**config.mk**
```make
export PLATFORM = sky130hd
export DESIGN_NAME = gkpg_div
export DESIGN_NICKNAME = d
export VERILOG_FILES = /design/src/rtl/gkpg_pkg.sv /design/src/rtl/gkpg_div.sv
export SDC_FILE = /design/constraint.sdc
export NUM_CORES = 2
export LEC_CHECK = 0
export BUFFER_PORTS_ARGS = -buffer_cell sky130_fd_sc_hd__clkbuf_2
export CORE_ASPECT_RATIO = 2
export CORE_MARGIN = 3
export CORE_UTILIZATION = 50
export DETAILED_ROUTE_END_ITERATION = 12
export PLACE_DENSITY = 0.62
export SLEW_MARGIN = 20
export SYNTH_ARGS = -nofsm -noshare
export SYNTH_HDL_FRONTEND = slang
export SYNTH_SLANG_ARGS = --single-unit
```
**constraint.sdc**
```tcl
create_clock -name clk -period 9.9 [get_ports clk]
set_clock_uncertainty 0.2 [all_clocks]
set_input_delay 1.98 -clock clk [delete_from_list [all_inputs] [get_ports clk]]
set_output_delay 1.98 -clock clk [all_outputs]
set_load 0.05 [all_outputs]
```
**src/rtl/gkpg_pkg.sv**
```systemverilog
// ----------------------------------------------------------------------------
// gkpg_pkg
// Shared constants, types and constant functions for the Gabor kernel
// pixel generator.
// ----------------------------------------------------------------------------
package gkpg_pkg;

	localparam int MAX_SIZE         = 64;
	localparam int NUM_ORIENTATIONS = 64;
	localparam int NUM_PHASES       = 8;

	// register map
	localparam logic [1:0] REG_SIGMA  = 2'd0;
	localparam logic [1:0] REG_OMEGA  = 2'd1;
	localparam logic [1:0] REG_ORIENT = 2'd2;
	localparam logic [1:0] REG_PHASE  = 2'd3;

	localparam logic [10:0] SIGMA_RST  = 11'd256;
	localparam logic [14:0] OMEGA_RST  = 15'd4096;
	localparam logic [5:0]  ORIENT_RST = 6'd0;
	localparam logic [2:0]  PHASE_RST  = 3'd0;

	localparam logic [30:0] Q30_ONE    = 31'h4000_0000;
	localparam logic [31:0] QUARTER    = 32'h4000_0000;
	localparam logic [30:0] SIN_A9     = 31'd172272;
	localparam logic [30:0] SIN_COEF [4] = '{31'd5026995, 31'd85569306, 31'd693598668,
		31'd1686629713};
	localparam logic [29:0] INV2PI_Q32 = 30'd683565276;
	localparam logic [30:0] LOG2E_Q30  = 31'd1549082005;
	localparam logic [29:0] LN2_Q30    = 30'd744261118;

	// pipeline latencies
	localparam int SIN_LAT = 6;
	localparam int DIV_QB  = 35;
	localparam int DIV_LAT = DIV_QB + 1;
	localparam int EXP_TERMS = 10;
	localparam int EXP_LAT = 2 * EXP_TERMS + 2;
	localparam int CAR_AT  = 8 + SIN_LAT;
	localparam int ENV_AT  = 3 + DIV_LAT + EXP_LAT;
	localparam int CAR_DLY = ENV_AT - CAR_AT;
	localparam int OUT_LAT = ENV_AT + 2;

	typedef struct packed {
		logic        neg;
		logic [31:0] mag;
	} car_t;

	typedef struct packed {
		logic              big;
		logic [DIV_QB-1:0] quo;
	} quo_t;

	// sine of an angle in 2^-32 turn, signed q30, for constant tables
	function automatic logic signed [31:0] sine_q30_f(input logic [31:0] ang);
		logic [63:0] z;
		logic [63:0] z2;
		logic [63:0] p;
		logic [63:0] v;
		z = {34'd0, ang[29:0]};
		if (ang[30]) begin
			z = 64'(Q30_ONE) - z;
		end
		z2 = (z * z) >> 30;
		p = 64'(SIN_A9);
		for (int i = 0; i < 4; i++) begin
			p = 64'(SIN_COEF[i]) - ((p * z2) >> 30);
		end
		v = (p * z) >> 30;
		return ang[31] ? -v[31:0] : v[31:0];
	endfunction

endpackage

```
**src/rtl/gkpg_div.sv**
```systemverilog
// ----------------------------------------------------------------------------
// gkpg_div
// Pipelined restoring divider for the gaussian exponent, one quotient bit
// per stage, with an overrange flag for quotients of 2^35 and above.
// ----------------------------------------------------------------------------
module gkpg_div (
	input  logic          clk,
	input  logic [58:0]   num,
	input  logic [21:0]   den,
	output gkpg_pkg::quo_t res
);
	import gkpg_pkg::*;

	logic [58:0]       rem_s [DIV_QB+1];
	logic [DIV_QB-1:0] q_s   [DIV_QB+1];
	logic              big_s [DIV_QB+1];

	logic [58:0] den_top;

	assign den_top = 59'(den) << DIV_QB;

	always_ff @(posedge clk) begin
		rem_s[0] <= num;
		q_s[0]   <= '0;
		big_s[0] <= (num >= den_top);
	end

	for (genvar j = 1; j <= DIV_QB; j++) begin : g_step
		localparam int SH = DIV_QB - j;
		logic [58:0] dsh;
		logic        ge;
		assign dsh = 59'(den) << SH;
		assign ge  = (rem_s[j-1] >= dsh);
		always_ff @(posedge clk) begin
			rem_s[j] <= ge ? (rem_s[j-1] - dsh) : rem_s[j-1];
			q_s[j]   <= {q_s[j-1][DIV_QB-2:0], ge};
			big_s[j] <= big_s[j-1];
		end
	end

	assign res.big = big_s[DIV_QB];
	assign res.quo = q_s[DIV_QB];

endmodule

```
[Yosys cells after proc, flatten, opt, wreduce, memory -nomap -nowiden]
Memory sizes are Yosys's and may differ from the RTL's.
Cells that the tools add are included.
Word-level totals
  flip-flop bits (word level): 0
  memory bits (writable): 3420
  input port bits: 82
  output and inout port bits: 36
  logic and storage cells: 109
  memories: 3
Cells by class
  add/sub/neg operators: 35
  magnitude comparators: 36
  multiplexer cells: 35
Memories
  rem_s: words 36, width 59, read ports 35, clocked after Yosys merged registers in 0, wr ports 36, RTL line gkpg_div.sv:14  | logic [58:0] rem_s [DIV_QB+1];
  q_s: words 36, width 35, read ports 36, clocked after Yosys merged registers in 0, wr ports 36, RTL line gkpg_div.sv:15  | logic [DIV_QB-1:0] q_s [DIV_QB+1];
  big_s: words 36, width 1, read ports 36, clocked after Yosys merged registers in 0, wr ports 36, RTL line gkpg_div.sv:16  | logic big_s [DIV_QB+1];
Operators by type and width (count)
  $mux 59: 35
  $ge 59x22->1: 1
  $ge 59x23->1: 1
  $ge 59x24->1: 1
  $ge 59x25->1: 1
  $ge 59x26->1: 1
  $ge 59x27->1: 1
  $ge 59x28->1: 1
  $ge 59x29->1: 1
  $ge 59x30->1: 1
  $ge 59x31->1: 1
  $ge 59x32->1: 1
  $ge 59x33->1: 1
  $ge 59x34->1: 1
  $ge 59x35->1: 1
  $ge 59x36->1: 1
  $ge 59x37->1: 1
  $ge 59x38->1: 1
  $ge 59x39->1: 1
  $ge 59x40->1: 1
  $ge 59x41->1: 1
  $ge 59x42->1: 1
  $ge 59x43->1: 1
  $ge 59x44->1: 1
  48 further kinds: 48

[Depth between registers and ports, before layout]
An unclocked memory read counts as a cell.
  depth after elaboration: 3
  gate-level depth with buffers: 16
  depth with buffers taken out: 14

[Worst setup path before layout]
OpenSTA, ideal clock, no wires.
  path type: input port to flip-flop
  from: input den[1]
  to: memory rem_s[18][42]
  setup time: 118 ps
  data arrival time: 6062 ps
  data required time: 9582 ps
  setup slack: 3520 ps
  stages on the path: 12
  path buffers: 1
  cells stage by stage: inv_1 -> ha_1 -> nor2b_1 -> o31a_1 -> o311ai_0 -> a211oi_1 -> o21ai_0 -> o21ai_0 -> a211o_1 -> clkbuf_1 -> or4_1 -> xnor2_1
RTL lines
  start: declaration: RTL line gkpg_div.sv:9  | input logic [21:0] den,
  end: declaration: RTL line gkpg_div.sv:14

==> summary.md <==
| Metric | Value |
|---|---|
| Part of the power in the clock network | between 20% and 30% |
| Register share of total power | slightly below 40% |
| Number of instances in the synthesized netlist | about 12000 |
| LEAKAGE | about 54 nW |
| Total of endpoints with negative setup slack in the final report | 0 |
| Outcome | finished clean |
| Initial antenna violation count | 18 |
| Crit path launch type | primary input |
| Max FO, Critical Path | 25 |
| R2r worst-path depth | 11 |
| Num rows | ~250 |
| Largest net degree at the start of global routing | 50 |
| Delay of the slowest cell on the worst path | ~0.86 ns |
| Total global routing overflow | 0 |
| Final Total Pwr | 48.2 mW |
| Fraction of the cycle the final worst path needs | 65.1% |
| Via count normalized by instance count | around 6.0 |
| Maximum frequency from static timing analysis | around 160 MHz |
| Hold path startpoint | q_s[33][26] |
| Proportion of layout cells with a drive suffix above 1 | 7.50% |
| Horizontal die dimension | ~350 microns |
| Master of the slowest instance on the critical path | inv_1 |
| Count of final max-slew check failures | 0 |
| Violation count after the first detailed-route iteration | around 5500 |
| Final HPWL DP | 341000 microns |
| Cells resized by post-CTS repair | 0 |
| Source of the worst register-to-register timing path | rem_s[20][44] |
| Highest ir drop seen on vdd | 0.221 mV |
| Fraction of registers with async set or reset after synthesis | 0% |
| Power per Cell Area | between 300 and 400 nW/um^2 |
| Clock buffer depth | 4 |
| Synthesis-to-finish area growth | 10.9% |
| Cell internal power dissipation | between 20 and 30 mW |
| H-tree depth | 4 |
| Accumulated negative setup slack | 0 ns |
| Cell Chain, Critical Path | clkbuf_2 > clkinv_2 > ha_1 > nand2_1 > nor3_1 > nand4_1 > nor4_1 > nor4_1 > o311a_1 > inv_1 > nand4_1 > xnor2_1 |
| Required time of the critical path | ~11 ns |
| Number of global-route vias before repair | a little under 100k |
| Syn avg cell area | around 9.6 sq um |
| Maxcap violations | 0 |
| Crit. Startpoint | den[13] |
| Detail-routed net length per standard cell | approximately 28 microns |
| Dominant cell type by area after synthesis | dfxtp_1 |
| Final min period | roughly 6.4 ns |
| Worst-case headroom to the max-slew limit | roughly 17% |
| Top-area cell type share of the netlist area | 46.3% |
| P_sw | just over 20 mW |
| Clock latency on the worst-skew pair | 0.94 ns |
| Minimum setup slack among reg-to-reg paths | between 5 and 6 ns |
| First drt pass iteration count | 6 |
| Synth area leaders | dfxtp_1 (46%), ha_1 (8.4%), xnor2_1 (4.9%) |
| Number of nets in the layout | roughly 13000 |
| Part of the Yosys area used for sequential elements | around 46% |
| Number of synthesized register bits | 2731 |
| DRC violation count after routing | 0 |
| Worst Max-Slew Pin Slew | between 1 and 1.5 ns |
| Cell at the root of the clock tree | clkbuf_16 |
| Clk sinks | about 2700 |
| Port-buffer cells | roughly 120 |
| FF-to-FF End | rem_s[21][55] |
| Combinational cell fraction of total power | approximately 40% |
| Data arrival time of the critical path | between 7 and 8 ns |
| Number of flops mapped to enable cells by yosys | 0 |
| Worst min path class | reg -> reg |
| Combined area of all synthesized cells | approximately 120000 sq um |
| Critical path class | in -> reg |
| Type of destination of the critical path | flop |
| Terminating pin of the worst hold path | q_s[34][27] |
| Syn Nets | approximately 13000 |
| Global-route wire length before repair | about 620000 microns |
| Post-CTS Setup Inserts | 0 |
| Total global routing track utilization | about a third |
| Initial cell density of the core | between 50% and 60% |
| Switching share of power | a little over two fifths |
| Total core area | about 230000 sq um |
| Top Ports | between 100 and 150 |
| Routability congestion estimate | approximately 1.0 |
| Distinct cell type count after synthesis | 94 |
| Count of warnings emitted by yosys | 0 |
| Setup repair after global routing missed its margin | false |
| CTS tree | built |
| Total clock buffers created by CTS | approximately 240 |
| Floorplan die area | 242000 sq um |
| Depth of the worst hold-timing path | 0 |
| Final hold violations | 0 |
| Number of hold-repair buffers added at the cts stage | 0 |
| Die span in y | a little under 700 microns |
| Clock Pin Slew Worst Setup and Hold Paths | roughly 0.070 ns |
| Antenna violation net count after detailed routing | 0 |
| Via count | 94400 |
| Wire length reported by the detailed router | 434000 microns |
| Prevailing post-synth register cell | dfxtp_1 |
-- worst max-delay path by stage --
stage | end | slack (ns) | cells after the start
final | rem_s[3][56] | 3.45 | 12
after global routing | rem_s[3][56] | 3.25 | 12
after CTS | rem_s[3][56] | 3.52 | 12
after detailed placement | rem_s[3][56] | 2.60 | 12
after global placement | rem_s[3][56] | 2.61 | 12
after floorplan | rem_s[18][42] | 3.52 | 12
-- flip-flops by register name, indices dropped and copies added, names as in the netlist --
signal,count
rem_s,2065
q_s,630
big_s,36
-- cells in the final DEF, fill, tap and decap left out, types with 78 or more instances in the layout --
master	n
a21oi_1	912
buf_4	95
o21bai_1	101
o21ai_0	628
nor2b_1	119
nand2_1	883
nand4_1	204
nor3_1	358
or4_1	96
nand2b_1	127
inv_1	283
clkbuf_2	116
o31ai_1	85
or3_1	125
clkbuf_16	240
o21a_1	150
nor4_1	331
a31oi_1	78
nand3_1	270
xnor2_1	665
xor2_1	565
and3_1	95
a21o_1	373
dfxtp_1	2731
mux2_2	151
nor2_1	926
ha_1	792
-- routing by layer --
metal  GRT usage, %  vias up  share of wire [%]
met5              0        -              0.024
met4           45.2       16                 16
met3           5.76     1967                4.1
met2           66.2     3247                 53
met1           25.7    44600                 28
li1               -    44600                  -
-- cell type report --
cell class / instances / area [sq um]
fillers: 20900 / 103000
repair buffers: 218 / 1430
clock buffers: 293 / 6490
well taps: 3036 / 3800
clock inverters: 139 / 1800
flip-flops and latches: 2731 / 54700
diodes: 53 / 133
inverters: 308 / 1180
multi-input cells: 8971 / 61300
-- power by group through the flow --
stage	clock network, mW	logic, mW	registers [mW]
after detailed placement	0	19.2	18.9
after global placement	0	19.0	18.9
after global routing	10.5	21.3	18.9
after CTS	10.1	19.3	18.6
after floorplan	0	14.1	16.3
final	9.91	19.5	18.8
-- cells in the mapped netlist, drive strengths merged (21+ instances only) --
| cell type | number |
|---|---|
| and2 | 54 |
| fa | 34 |
| o21bai | 101 |
| nor4 | 340 |
| and3 | 95 |
| or3 | 125 |
| o31ai | 88 |
| buf | 49 |
| a211o | 37 |
| nor3b | 32 |
| o21a | 150 |
| a211oi | 62 |
| and4 | 25 |
| xor2 | 565 |
| nand2b | 127 |
| or4 | 99 |
| ha | 792 |
| inv | 307 |
| clkbuf | 241 |
| a21boi | 35 |
| nand3 | 272 |
| a2111oi | 23 |
| nand3b | 45 |
| nand2 | 883 |
| a21o | 373 |
| xnor2 | 665 |
| o211ai | 35 |
| o2111ai | 25 |
| mux2 | 151 |
| nor2 | 927 |
| a21oi | 912 |
| nor2b | 119 |
| or2 | 60 |
| nor3 | 361 |
| o21ai | 633 |
| o31a | 42 |
| nor4b | 61 |
| nand4 | 205 |
| a31oi | 81 |
| nand4b | 44 |
| a31o | 21 |
| dfxtp | 2731 |
-- critical path: cells and delay by family --
family	cells	cell delay, ns
XOR/XNOR	1	0.35
adder cells (fa/ha/maj)	1	0.79
AND/OR/NAND/NOR	6	1.73
buffers and inverters	3	1.69
AO/OA/AOI/OAI	1	0.45
-- cells by family after synthesis --
family	after synthesis	share of synthesized area, %
multiplexers	159	1.51
XOR/XNOR	1230	9.13
AO/OA/AOI/OAI	2820	15.0
flip-flops	2731	46.3
adder cells (fa/ha/maj)	826	8.97
AND/OR/NAND/NOR	3936	17.1
buffers and inverters	598	1.94
-- per-stage QoR --
step	setup slack [ns]	area [sq um]	util, %	hold WS [ns]	cells
final	3.45	131000	55.8	0.0699	15700
after global routing	3.25	131000	55.8	0.0776	15700
after CTS	3.52	131000	55.8	0.0646	15700
after detailed placement	2.60	122000	52.2	0.112	15300
after global placement	2.61	122000	52.2	0.109	15300
after floorplan	3.52	118000	-	0.110	12300
No activity file was read; power rests on OpenSTA's default activity.
